### src/mavgw_pkg.sv
// Shared types and constants for the moving-average filter with warm-up.
// Holds the item and result word formats, register codes and the control states.
// No dependencies.
package mavgw_pkg;

	localparam int SAMPLE_BITS = 16;
	localparam int WLEN_BITS = 7;
	localparam logic [WLEN_BITS-1:0] WLEN_RESET = 7'd64;

	// Byte address layout of the register port: bit 2 selects the register.
	localparam int APB_ADDR_BITS = 3;
	localparam int APB_DATA_BITS = 32;
	localparam logic REG_WINDOW_LENGTH = 1'b0;

	typedef enum logic {
		KIND_SAMPLE = 1'b0,
		KIND_CLEAR  = 1'b1
	} kind_t;

	typedef struct packed {
		kind_t                         kind;
		logic signed [SAMPLE_BITS-1:0] sample;
	} item_t;

	typedef struct packed {
		logic signed [SAMPLE_BITS-1:0] average;
		logic                          window_full;
	} result_t;

	typedef enum logic [1:0] {
		ST_IDLE,
		ST_CALC,
		ST_DIV,
		ST_DONE
	} state_t;

endpackage

### src/mavgw_ram.sv
// Generic single-port-write, single-port-read RAM with a registered read.
// No dependencies.
module mavgw_ram #(
	parameter int WIDTH = 16,
	parameter int DEPTH = 64
) (
	input  logic                     clk,
	input  logic                     we,
	input  logic [$clog2(DEPTH)-1:0] waddr,
	input  logic [WIDTH-1:0]         wdata,
	input  logic [$clog2(DEPTH)-1:0] raddr,
	output logic [WIDTH-1:0]         rdata
);

	logic [WIDTH-1:0] mem [DEPTH];

	always_ff @(posedge clk) begin
		if (we) begin
			mem[waddr] <= wdata;
		end
		rdata <= mem[raddr];
	end

endmodule

### src/mavgw_div.sv
// Iterative signed-by-unsigned divider, one quotient bit per cycle, truncating toward zero.
// No package dependencies.
module mavgw_div #(
	parameter int DVD_W = 22,
	parameter int DVS_W = 7
) (
	input  logic                    clk,
	input  logic                    arst_n,
	input  logic                    start,
	input  logic signed [DVD_W-1:0] dividend,
	input  logic        [DVS_W-1:0] divisor,
	output logic                    done,
	output logic signed [DVD_W-1:0] quotient
);

	localparam int CNT_W = $clog2(DVD_W + 1);

	logic             run_q;
	logic             done_q;
	logic [CNT_W-1:0] cnt_q;
	logic             neg_q;
	logic [DVD_W-1:0] dq_q;
	logic [DVS_W-1:0] rem_q;
	logic [DVS_W-1:0] dvs_q;

	logic [DVS_W:0]   trial;
	logic [DVS_W:0]   diff;
	logic             take;
	logic [DVD_W-1:0] dvd_mag;

	assign dvd_mag = dividend[DVD_W-1] ? (~$unsigned(dividend) + 1'b1) : $unsigned(dividend);

	// Restoring step: bring down the next dividend bit and subtract when it fits.
	assign trial = {rem_q, dq_q[DVD_W-1]};
	assign diff  = trial - {1'b0, dvs_q};
	assign take  = trial >= {1'b0, dvs_q};

	always_ff @(posedge clk or negedge arst_n) begin
		if (!arst_n) begin
			run_q  <= 1'b0;
			done_q <= 1'b0;
			cnt_q  <= '0;
		end else begin
			done_q <= 1'b0;
			if (start) begin
				run_q <= 1'b1;
				cnt_q <= CNT_W'(DVD_W);
			end else if (run_q) begin
				cnt_q <= cnt_q - 1'b1;
				if (cnt_q == CNT_W'(1)) begin
					run_q  <= 1'b0;
					done_q <= 1'b1;
				end
			end
		end
	end

	always_ff @(posedge clk) begin
		if (start) begin
			dq_q  <= dvd_mag;
			rem_q <= '0;
			dvs_q <= divisor;
			neg_q <= dividend[DVD_W-1];
		end else if (run_q) begin
			dq_q  <= {dq_q[DVD_W-2:0], take};
			rem_q <= take ? diff[DVS_W-1:0] : trial[DVS_W-1:0];
		end
	end

	assign done     = done_q;
	assign quotient = $signed(neg_q ? (~dq_q + 1'b1) : dq_q);

endmodule

### src/moving_average_warmup.sv
// Top level of the moving-average filter with warm-up.
// Depends on mavgw_pkg, mavgw_ram and mavgw_div.

// A sample word writes the newest value over the oldest entry of a circular store and
// returns the mean of the stored samples: over the samples seen so far during warm-up,
// over the whole window once it has filled. A clear word (and any write of
// window_length) empties the store and restarts warm-up; its result is zero. One word
// is processed at a time. A sample word's result waits on the iterative divider, which
// produces one quotient bit per cycle. The next word is accepted while a result still
// waits in the output register.
// No clearing pass follows reset: entries not yet written since the last clear are
// read as zero through the warm-up flag, so the block is ready at once.
module moving_average_warmup #(
	parameter int WINDOW_DEPTH = 64
) (
	input  logic                                   clk,
	input  logic                                   arst_n,
	input  logic                                   item_valid,
	output logic                                   item_ready,
	input  mavgw_pkg::item_t                       item,
	output logic                                   result_valid,
	input  logic                                   result_ready,
	output mavgw_pkg::result_t                     result,
	input  logic                                   psel,
	input  logic                                   penable,
	input  logic                                   pwrite,
	input  logic [mavgw_pkg::APB_ADDR_BITS-1:0]    paddr,
	input  logic [mavgw_pkg::APB_DATA_BITS-1:0]    pwdata,
	output logic [mavgw_pkg::APB_DATA_BITS-1:0]    prdata,
	output logic                                   pready
);

	import mavgw_pkg::*;

	localparam int ADDR_W = $clog2(WINDOW_DEPTH);
	localparam int LEN_W  = $clog2(WINDOW_DEPTH + 1);
	localparam int SUM_W  = SAMPLE_BITS + ADDR_W;
	localparam logic [LEN_W-1:0] DEPTH_LEN = LEN_W'(WINDOW_DEPTH);

	state_t state_q, state_d;

	logic [WLEN_BITS-1:0]          wlen_q;
	logic [ADDR_W-1:0]             pos_q;
	logic                          warm_q;
	logic signed [SUM_W-1:0]       sum_q;
	logic signed [SAMPLE_BITS-1:0] sample_q;
	logic signed [SAMPLE_BITS-1:0] avg_q;
	logic                          full_q;
	result_t                       result_q;
	logic                          result_valid_q;

	logic                          item_fire;
	logic                          cfg_write;
	logic                          ram_we;
	logic                          div_start;
	logic                          out_load;
	logic [LEN_W-1:0]              eff_len;
	logic [LEN_W-1:0]              count;
	logic [LEN_W-1:0]              divisor;
	logic                          wrap;
	logic [SAMPLE_BITS-1:0]        ram_rdata;
	logic signed [SAMPLE_BITS-1:0] old_val;
	logic signed [SUM_W-1:0]       new_sum;
	logic                          div_done;
	logic signed [SUM_W-1:0]       quotient;

	assign item_fire = item_valid && item_ready;
	assign cfg_write = psel && penable && pwrite && pready
		&& (paddr[APB_ADDR_BITS-1] == REG_WINDOW_LENGTH);

	assign pready = 1'b1;
	assign prdata = (paddr[APB_ADDR_BITS-1] == REG_WINDOW_LENGTH)
		? APB_DATA_BITS'(wlen_q) : '0;

	always_comb begin
		if (wlen_q == '0) begin
			eff_len = LEN_W'(1);
		end else if (int'(wlen_q) > WINDOW_DEPTH) begin
			eff_len = DEPTH_LEN;
		end else begin
			eff_len = LEN_W'(wlen_q);
		end
	end

	// The write position never reaches the window length, so during warm-up the entry
	// about to be overwritten has not been written since the last clear and counts as zero.
	assign old_val = warm_q ? $signed(ram_rdata) : '0;
	assign new_sum = sum_q - SUM_W'(old_val) + SUM_W'(sample_q);
	assign count   = LEN_W'(pos_q) + LEN_W'(1);
	assign wrap    = count >= eff_len;
	assign divisor = warm_q ? eff_len : count;

	always_comb begin
		state_d = state_q;
		unique case (state_q)
			ST_IDLE: begin
				if (item_fire) begin
					state_d = (item.kind == KIND_CLEAR) ? ST_DONE : ST_CALC;
				end
			end
			ST_CALC: state_d = ST_DIV;
			ST_DIV: begin
				if (div_done) begin
					state_d = ST_DONE;
				end
			end
			ST_DONE: begin
				if (out_load) begin
					state_d = ST_IDLE;
				end
			end
			default: state_d = ST_IDLE;
		endcase
	end

	always_comb begin
		item_ready = 1'b0;
		ram_we     = 1'b0;
		div_start  = 1'b0;
		out_load   = 1'b0;
		unique case (state_q)
			ST_IDLE: item_ready = 1'b1;
			ST_CALC: begin
				ram_we    = 1'b1;
				div_start = 1'b1;
			end
			ST_DIV: ;
			ST_DONE: out_load = !result_valid_q || result_ready;
			default: ;
		endcase
	end

	always_ff @(posedge clk or negedge arst_n) begin
		if (!arst_n) begin
			state_q        <= ST_IDLE;
			wlen_q         <= WLEN_RESET;
			pos_q          <= '0;
			warm_q         <= 1'b0;
			sum_q          <= '0;
			result_valid_q <= 1'b0;
		end else begin
			state_q <= state_d;
			if (cfg_write) begin
				wlen_q <= pwdata[WLEN_BITS-1:0];
				pos_q  <= '0;
				warm_q <= 1'b0;
				sum_q  <= '0;
			end else if (item_fire && item.kind == KIND_CLEAR) begin
				pos_q  <= '0;
				warm_q <= 1'b0;
				sum_q  <= '0;
			end else if (ram_we) begin
				sum_q  <= new_sum;
				pos_q  <= wrap ? '0 : count[ADDR_W-1:0];
				warm_q <= warm_q || wrap;
			end
			if (out_load) begin
				result_valid_q <= 1'b1;
			end else if (result_ready) begin
				result_valid_q <= 1'b0;
			end
		end
	end

	always_ff @(posedge clk) begin
		if (item_fire) begin
			sample_q <= item.sample;
			if (item.kind == KIND_CLEAR) begin
				avg_q  <= '0;
				full_q <= 1'b0;
			end
		end
		if (ram_we) begin
			full_q <= warm_q || wrap;
		end
		if (state_q == ST_DIV && div_done) begin
			avg_q <= quotient[SAMPLE_BITS-1:0];
		end
		if (out_load) begin
			result_q.average     <= avg_q;
			result_q.window_full <= full_q;
		end
	end

	assign result_valid = result_valid_q;
	assign result       = result_q;

	mavgw_ram #(
		.WIDTH(SAMPLE_BITS),
		.DEPTH(WINDOW_DEPTH)
	) u_store (
		.clk  (clk),
		.we   (ram_we),
		.waddr(pos_q),
		.wdata($unsigned(sample_q)),
		.raddr(pos_q),
		.rdata(ram_rdata)
	);

	mavgw_div #(
		.DVD_W(SUM_W),
		.DVS_W(LEN_W)
	) u_div (
		.clk     (clk),
		.arst_n  (arst_n),
		.start   (div_start),
		.dividend(new_sum),
		.divisor (divisor),
		.done    (div_done),
		.quotient(quotient)
	);

endmodule

### config.mk
export PLATFORM = sky130hd
export DESIGN_NAME = moving_average_warmup
export DESIGN_NICKNAME = d
export VERILOG_FILES = /design/src/mavgw_pkg.sv /design/src/mavgw_ram.sv /design/src/mavgw_div.sv /design/src/moving_average_warmup.sv
export SDC_FILE = /design/constraint.sdc
export NUM_CORES = 1
export LEC_CHECK = 0
export CAP_MARGIN = 20
export CORE_MARGIN = 10
export CORE_UTILIZATION = 40
export DETAILED_ROUTE_END_ITERATION = 6
export DONT_BUFFER_PORTS = 1
export PLACE_DENSITY = 0.66
export SYNTH_ARGS = -nofsm -noshare
export SYNTH_HDL_FRONTEND = slang
export SYNTH_HIERARCHICAL = 1
export SYNTH_SLANG_ARGS = --single-unit
### constraint.sdc
create_clock -name clk -period 4.5 [get_ports clk]
set_input_delay 0.225 -clock clk [delete_from_list [all_inputs] [get_ports clk]]
set_output_delay 0.225 -clock clk [all_outputs]
set_load 0.005 [all_outputs]
Word-level counts from Yosys, hierarchy flattened
Memory sizes are Yosys's and may differ from the RTL's. A register that Yosys moved wholly into a read port is not among the register bits. Cells that the tools add are included.

Latch bits: 0. Memories kept: 1. Output and inout port bits: 52. RAM bits: 1024. Memory bits (read-only): 0. Flip-flop bits (word level): 133.

Memories: u_store.mem (words 64, bits a word 16, read ports 1, clocked after memory_dff 1, wr ports 1, line mavgw_ram.sv:15) `logic [WIDTH-1:0] mem [DEPTH];`.

Muxes and demuxes: 46. Equality and inequality tests: 7. Bitwise logic cells: 3. Shifts and indexed selects: 0. Reductions and logical operators: 21. Divide/modulo/power cells: 0. Multipliers: 0. Magnitude comparators: 3. Add/subtract/negate cells: 7.

Operator list (count): 2-to-1 mux 22 bit (6); 2-to-1 mux 16 bit (5); 2-to-1 mux 7 bit (5); 2-to-1 mux 6 bit (4); adder 22 x 1 -> 22 bit, second input constant (1); adder 22 x 16 -> 22 bit (1); NOT 22 bit (1); subtractor 22 x 16 -> 22 bit (1); 2-to-1 mux 1 bit (19); adder 16 x 1 -> 16 bit, second input constant (1); NOT 16 bit (1); nonzero test 2 bit (6); 2-to-1 mux 5 bit (2); greater-or-equal comparator 8 x 7 -> 1 bit (1); 2-to-1 mux 2 bit (4); one-hot mux 2 bit (4 select lines) (1); adder 6 x 1 -> 7 bit, second input constant (1); greater-or-equal comparator 7 bit (1); greater-than comparator 7 bit, second input constant (1); zero test 7 bit (1); subtractor 7 bit (1); logical AND 1 bit (6); equality test 5 x 1 -> 1 bit, second input constant (1); subtractor 5 x 1 -> 5 bit, second input constant (1); 11 further kinds (15).

Longest topological paths before layout
Gate-level depths: netlist (run 1).

Depth in word-level cells: 8. Gate-level depth with buffers: 19. Depth with buffers taken out: 15.

Hierarchy
Netlist (run 1), hierarchy kept.

Modules (own cells, without submodules): mavgw_ram (cells an instance 1829, area an instance 40042.2 sq um, seq. area each 31069.8 sq um, instances 1); moving_average_warmup (cells an instance 553, area an instance 5841.9 sq um, seq. area each 2478.6 sq um, instances 1); mavgw_div (cells an instance 371, area an instance 3313.2 sq um, seq. area each 1216.2 sq um, instances 1).

Worst setup path before layout (run 1)
OpenSTA, ideal clock, no wires.

Path type: register -> register. Start: register sample_q[15]. End: register u_div.dq_q[20], data pin. Path slack: -413 ps. Arrival time: 4756 ps. Stages on the path, launching flop included: 15. Data required time: 4342 ps. Cells stage by stage: edfxtp_1 inv_1 fa_1 inv_1 ha_1 and4_4 a41oi_1 o21ai_1 a41oi_2 xnor2_1 or4_1 clkbuf_1 or4_1 mux2_2 o211ai_1.

Longest elaborated chain between the ends: 5.

Ends and longest elaborated chain: from (decl) (line moving_average_warmup.sv:46) `logic signed [SAMPLE_BITS-1:0] sample_q;`; from (signal assigned) (line moving_average_warmup.sv:167) `sample_q <= item.sample;`; adder 22 x 16 -> 22 bit (line moving_average_warmup.sv:88) `assign new_sum = sum_q - SUM_W'(old_val) + SUM_W'(sample_q);`; named net new_sum[17] (line moving_average_warmup.sv:63) `logic signed [SUM_W-1:0] new_sum;`; NOT 22 bit (line mavgw_div.sv:31) `assign dvd_mag = dividend[DVD_W-1] ? (~$unsigned(dividend) + 1'b1) : $unsigned(dividend);`; adder 22 x 1 -> 22 bit (line mavgw_div.sv:31); 2-to-1 mux 22 bit (line mavgw_div.sv:31); 2-to-1 mux 22 bit (line mavgw_div.sv:59) `if (start) begin`; to (signal assigned) (line mavgw_div.sv:60) `dq_q <= dvd_mag;`; to (signal assigned) (line mavgw_div.sv:65) `dq_q <= {dq_q[DVD_W-2:0], take};`; to (decl) (line mavgw_div.sv:22) `logic [DVD_W-1:0] dq_q;`.

The timed path passes the listed nets, and every way through them passes these cells. A chain may end at the register's enable or synchronous reset.

Final worst setup path (run 1)
Start: register warm_q. End: register u_div.dq_q[16], data pin.

Longest elaborated chain between the ends: 7.

Ends and longest elaborated chain: from (decl) (line moving_average_warmup.sv:44) `logic warm_q;`; from (signal assigned) (line moving_average_warmup.sv:155) `warm_q <= warm_q || wrap;`; 2-to-1 mux 16 bit (line moving_average_warmup.sv:87) `assign old_val = warm_q ? $signed(ram_rdata) : '0;`; subtractor 22 x 16 -> 22 bit (line moving_average_warmup.sv:88); adder 22 x 16 -> 22 bit (line moving_average_warmup.sv:88); named net new_sum[11] (line moving_average_warmup.sv:63); NOT 22 bit (line mavgw_div.sv:31); adder 22 x 1 -> 22 bit (line mavgw_div.sv:31); 2-to-1 mux 22 bit (line mavgw_div.sv:31); 2-to-1 mux 22 bit (line mavgw_div.sv:59).

The timed path passes the listed nets, and every way through them passes these cells.

==> flow_summary.json, run 1 <==
{
  "outcome": "finished clean",
  "critPathMaxStageDelay_ns": 0.57,
  "boundaryPins": 111,
  "hp-start": "pwrite",
  "post_drt_wl_per_cell_um": 24.3,
  "register_area_sq_um": 34800,
  "grt.overflow.total": 0,
  "multi_input_area_sq_um": 13000,
  "vias": 25261,
  "finalMaxSlewViolations": 0,
  "totalWireLength_mm": 112,
  "cp-end-kind": "flip-flop",
  "dieHeight_um": 370,
  "drv_cap": 0,
  "synth_cells": 2726,
  "worst_slew_pin_slew_ns": 1.01,
  "grt.total_usage_pct": 16.1,
  "avgSynthCellArea_sq_um": 18.0,
  "start_util_pct": 40.3,
  "antenna_left": 0,
  "fillCellCount": 10303,
  "finClkSkew_ns": 0.0537,
  "grt_pass1_wl_mm": 166,
  "cp_cell_sequence": "and2_1 > fa_1 > inv_1 > ha_4 > a211oi_2 > o21ai_2 > a2111oi_4 > nor2_1 > xor2_1 > or4_4 > or4_4 > or4_1 > nand3_1",
  "hold_class": "input port to flip-flop",
  "fin_ws_ns": 0.211,
  "grt_pass1_vias": 25198,
  "drc": 0,
  "grt_max_degree": 66,
  "finalHoldViolations": 0,
  "drt_iter0_drc": 2531,
  "pwr_density_cell_nw_per_um2": 637,
  "cts_buffers": 110,
  "cts-root-buf": "clkbuf_16",
  "cp.required_ns": 5.05,
  "clkTransAtPathRegs_ns": 0.06,
  "period_share_pct": 95.3,
  "rows": 128,
  "pre_cts_ws_ns": 0.147,
  "clock.fmax_mhz": 233,
  "cp_slowest_cell": "or4_4",
  "place_congestion": 0.785,
  "cp-start-kind": "flip-flop",
  "dr.pass1.iters": 5,
  "drive_above_1_share_pct": 21.5,
  "tns_ns": 0,
  "area_growth_pct": 13.1,
  "setup_viol": 0,
  "fin_crit_ns": 4.29,
  "cts-htree-levels": 3,
  "dp_hpwl_mm": 68.3,
  "cp_max_fo": 14,
  "ir_drop_mv": 0.633,
  "leakagePower_nw": 18.1,
  "path_common_cell": "or4_4",
  "port_buffers": 0,
  "r2r_start": "warm_q$_DFFE_PN0P_",
  "vias_per_cell": 5.49,
  "cts_sinks": 1173,
  "netlist_area_sq_um": 49000,
  "path_class": "flip-flop to flip-flop",
  "cts_tree": "yes",
  "yosys_warnings": 6,
  "clockBufferDepth": 3,
  "startpoint": "warm_q$_DFFE_PN0P_",
  "rrSetupSlack_ns": 0.21,
  "antenna_found_initial": 3,
  "die-width_um": 370,
  "clk_latency_ns": 0.73,
  "worst-endpoint-arrival_ns": 4.84,
  "final_nets": 3007,
  "n_antenna_cell": 0,
  "dieArea_sq_um": 137000,
  "core-area_sq_um": 122000,
  "relSlewSlack_pct": 32.7
}
routing by layer:
| layer | vias to the layer above | track usage [%] | wire length (um) |
|---|---|---|---|
| met5 | - | 0 | 10 |
| met4 | 2 | 4.13 | 2700 |
| met3 | 154 | 3.58 | 8320 |
| met2 | 853 | 26.2 | 54100 |
| met1 | 13141 | 21.8 | 46700 |
| li1 | 11111 | - | - |
report_power, final:
part	internal, mW	leakage [nW]	switching (mW)
Sequential	12.9	10.7	0.596
Combinational	5.39	5.60	7.09
Clock	5.30	1.77	4.01
Total	23.6	18.1	11.7
placed cells by master, fill, tap and decap left out, types with 37 or more instances in the layout:
cell / n
mux2i_1: 94
mux2_2: 37
edfxtp_1: 1104
dfrtp_1: 39
clkbuf_16: 112
nand3_1: 43
a22oi_1: 39
nand2_1: 109
buf_4: 146
a21oi_1: 57
ha_1: 39
nor2b_1: 40
inv_1: 106
nor2_1: 121
mux4_2: 220
metrics by stage:
step	util (%)	std cells	area, sq um	power, mW	hold WS [ns]
2_1_floorplan	-	2750	49200	22.6	-0.0706
3_3_place_gp	42.3	4363	51500	26.0	-0.0687
3_5_place_dp	42.3	4363	51500	26.2	-0.0685
4_1_cts	45.5	4599	55400	35.6	0.0187
5_1_grt	45.6	4600	55400	37.2	0.0313
6_report	45.6	4600	55400	35.3	0.0372
worst max-delay path, delay by kind of cell, from the launching register on:
| family | cells | cell delay [ns] |
|---|---|---|
| AOI/OAI and AO/OA | 3 | 0.76 |
| DFF | 1 | 0.49 |
| adders and majority gates | 2 | 0.72 |
| buffers and inverters | 1 | 0.08 |
| xor gates and xnor gates | 1 | 0.18 |
| and+or+nand+nor | 6 | 1.91 |
final cells by class:
| class | count | area share [%] |
|---|---|---|
| clock buffer | 140 | 5.28 |
| timing repair buffer | 187 | 2.94 |
| multi-input combinational | 1301 | 23.4 |
| inverter | 108 | 0.736 |
| tap | 1625 | 3.67 |
| clock inverter | 66 | 1.25 |
| sequential | 1173 | 62.7 |
worst paths after layout:
path,to,cells past startpoint
setup / recovery,u_div/dq_q[16]$_DFFE_PP_,13
hold / removal,wlen_q[0]$_DFFE_PN0P_,2
setup reg to reg,u_div/dq_q[16]$_DFFE_PP_,13
hold reg to reg,result[16]$_DFFE_PP_,0
max in group asynchronous,wlen_q[6]$_DFFE_PN1P_,2
min in group asynchronous,sum_q[21]$_DFFE_PN0P_,2
what timing repair did:
item | in CTS | in global routing
endpoints found under the hold margin | 72 | 0
setup buffers | 0 | 0
hold buffers | 30 | 0
resized for setup | 0 | 2
setup endpoints to repair | 0 | 2
registers in the layout, indices dropped and copies added, names as in the netlist:
register / cells
state_q: 2
result_valid: 1
u_div/run_q: 1
result: 17
sample_q: 16
avg_q: 16
sum_q: 22
u_div/cnt_q: 5
u_div/dq_q: 22
u_div/neg_q: 1
u_div/dvs_q: 7
u_store/mem: 1024
full_q: 1
warm_q: 1
pos_q: 6
wlen_q: 7
u_div/done: 1
u_div/rem_q: 7
u_store/rdata: 16
Note: power is estimated with default switching activity, not from simulation.
==> run 2, diff against run 1 <==
--- a/config.mk
+++ b/config.mk
@@ -6,11 +6,14 @@
 export NUM_CORES = 1
 export LEC_CHECK = 0
 export CAP_MARGIN = 20
+export CELL_PAD_IN_SITES_DETAIL_PLACEMENT = 0
+export CELL_PAD_IN_SITES_GLOBAL_PLACEMENT = 1
 export CORE_MARGIN = 10
-export CORE_UTILIZATION = 40
+export CORE_UTILIZATION = 50
 export DETAILED_ROUTE_END_ITERATION = 6
 export DONT_BUFFER_PORTS = 1
-export PLACE_DENSITY = 0.66
+export PLACE_DENSITY = 0.86
+export SLEW_MARGIN = 5
 export SYNTH_ARGS = -nofsm -noshare
 export SYNTH_HDL_FRONTEND = slang
 export SYNTH_HIERARCHICAL = 1
==> flow_summary.json, run 2 (same netlist as run 1, synthesis figures left out) <==
{
  "final_nets": 3001,
  "finalMaxSlewViolations": 0,
  "top_regs": "u_store/mem x1024, sum_q x22, u_div/dq_q x22",
  "relSlewSlack_pct": 29.7,
  "antenna_found_initial": 1,
  "stdcell_area_sq_um": 54900,
  "period_share_pct": 96.6,
  "max_flop_register": "u_store/mem",
  "vias_per_cell": 6.08,
  "port_buffers": 0,
  "place_congestion": 0.876,
  "drt_iter0_drc": 2892,
  "die-width_um": 333,
  "grt.overflow.total": 0,
  "rows": 114,
  "drv_cap": 0,
  "core-area_sq_um": 97000,
  "start_util_pct": 50.5,
  "finalHoldViolations": 0,
  "dieArea_sq_um": 111000,
  "clkTransAtPathRegs_ns": 0.07,
  "clockBufferDepth": 3,
  "clock.fmax_mhz": 230,
  "final_util_pct": 56.6,
  "cp-end-kind": "flip-flop",
  "cp_max_fo": 13,
  "boundaryPins": 111,
  "ir_drop_mv": 0.547,
  "fin_crit_ns": 4.35,
  "cts_tree": "yes",
  "layout_common_cells": "edfxtp_1, mux4_2, buf_4, nor2_1, clkbuf_16",
  "cts_buffers": 112,
  "totalWireLength_mm": 111,
  "post_drt_wl_per_cell_um": 26.2,
  "path_class": "flip-flop to flip-flop",
  "p_switching_mw": 11.9,
  "multi_input_area_sq_um": 13000,
  "dr.pass1.iters": 7,
  "antenna_left": 0,
  "dp_hpwl_mm": 68.5,
  "pre_cts_ws_ns": 0.151,
  "switching_share_pct": 33.6,
  "post_dp_cell_area_sq_um": 51000,
  "pwr-share-seq_pct": 38.5,
  "area_growth_pct": 12.0,
  "cts_sinks": 1173,
  "cts-root-buf": "clkbuf_16",
  "register_area_sq_um": 34800,
  "fin_ws_ns": 0.151,
  "clk_latency_ns": 0.71,
  "drc": 0,
  "fillCellCount": 7116,
  "tns_ns": 0,
  "pwr-share-comb_pct": 35.6,
  "outcome": "finished clean",
  "rsz0062_at_grt": "false",
  "cp.required_ns": 5.03,
  "hold_class": "input port to flip-flop",
  "grt_pass1_vias": 26290,
  "clockPowerShare_pct": 25.9,
  "finClkSkew_ns": 0.0341,
  "grt.total_usage_pct": 19.8,
  "leakagePower_nw": 18.0,
  "mostFrequentLayoutCell": "edfxtp_1",
  "worst-endpoint-arrival_ns": 4.88,
  "grt_pass1_wl_mm": 168,
  "largest_register_ffs": 1024,
  "grt_max_degree": 66,
  "dieHeight_um": 333,
  "worst_slew_pin_slew_ns": 1.05,
  "pwr_density_cell_nw_per_um2": 643,
  "vias": 25803,
  "setup_viol": 0,
  "drive_above_1_share_pct": 21.2,
  "cp-start-kind": "flip-flop",
  "p_int_mw": 23.5,
  "cts-htree-levels": 3
}
[run 2: cell count changes in the layout (fill, tap and decap cells not counted), moves of 2 or more]
cell / before / now
buf_4: 146 / 135
bufinv_16: 12 / 7
clkbuf_1: 26 / 28
clkbuf_16: 112 / 115
clkinv_1: 25 / 27
clkinv_2: 21 / 18
clkinvlp_4: 3 / 6
diode_2: 0 / 2
dlygate4sd3_1: 29 / 31
nor2b_1: 40 / 42
nor2b_2: 2 / 0
[run 2: layer usage]
metal	vias to the layer above	wire length (um)	global-route usage, %	part of all wire [%]
met5	-	0	0	0
met4	0	4160	7.22	3.7
li1	11107	-	-	-
met2	1215	55900	33.6	50
met1	13274	41800	25.4	38
met3	207	9360	3.84	8.4
[run 2: final cells by class]
type	instances	share of cell area [%]
Clock buffer	144	5.46
Inverter	108	0.743
Sequential cell	1173	63.3
Antenna cell	2	0.00911
Multi-Input combinational cell	1301	23.6
Tap cell	1276	2.91
Clock inverter	64	1.05
Timing Repair Buffer	179	2.87
[run 2: final timing paths]
check | startpoint | to | slack [ns] | depth (start not counted)
worst max-delay path | warm_q$_DFFE_PN0P_ | u_div/dq_q[20]$_DFFE_PP_ | 0.15 | 15
worst max register to register | warm_q$_DFFE_PN0P_ | u_div/dq_q[20]$_DFFE_PP_ | 0.15 | 15
max in group asynchronous | arst_n | wlen_q[1]$_DFFE_PN0P_ | 3.12 | 4
worst min-delay path | pwrite | wlen_q[1]$_DFFE_PN0P_ | 0.05 | 2
worst min register to register | avg_q[5]$_SDFFCE_PN0P_ | result[6]$_DFFE_PP_ | 0.41 | 0
min in group asynchronous | arst_n | wlen_q[0]$_DFFE_PN0P_ | 0.57 | 3
[run 2: through the flow]
step / hold slack [ns] / cells / power, mW
after floorplan: -0.0706 / 2750 / 22.6
after CTS: 0.0552 / 4243 / 35.3
final: 0.0534 / 4247 / 35.3
after global routing: 0.0695 / 4245 / 37.0
after global placement: -0.0685 / 4002 / 25.7
after detailed placement: -0.0681 / 4003 / 26.1
[run 2: worst max-delay path: stages (launching register included)]
cell      delay (ns)
dfrtp_2         0.48
and2_1          0.18
ha_1            0.28
inv_1           0.04
ha_1            0.22
fa_1            0.48
a21o_1          0.19
nand4_1         0.11
a21oi_1         0.13
o21ai_0         0.29
o22a_1          0.25
xnor2_1         0.10
or4_1           0.57
or4_1           0.48
mux2_2          0.27
o211ai_1        0.09
[run 2: what timing repair did]
item	4_1_cts	5_1_grt
resized for setup	0	3
hold buffers	32	0
endpoints found under the setup margin	0	2
hold endpoints to repair	72	0
buffers inserted	0	1
[run 2: power by group through the flow]
stage / clock network (mW) / registers (mW) / logic [mW]
finish: 9.16 / 13.6 / 12.6
global route: 9.69 / 13.7 / 13.6
CTS: 9.29 / 13.6 / 12.4
detailed placement: 0 / 13.8 / 12.3
floorplan: 0 / 13.6 / 9.03
global placement: 0 / 13.8 / 11.9
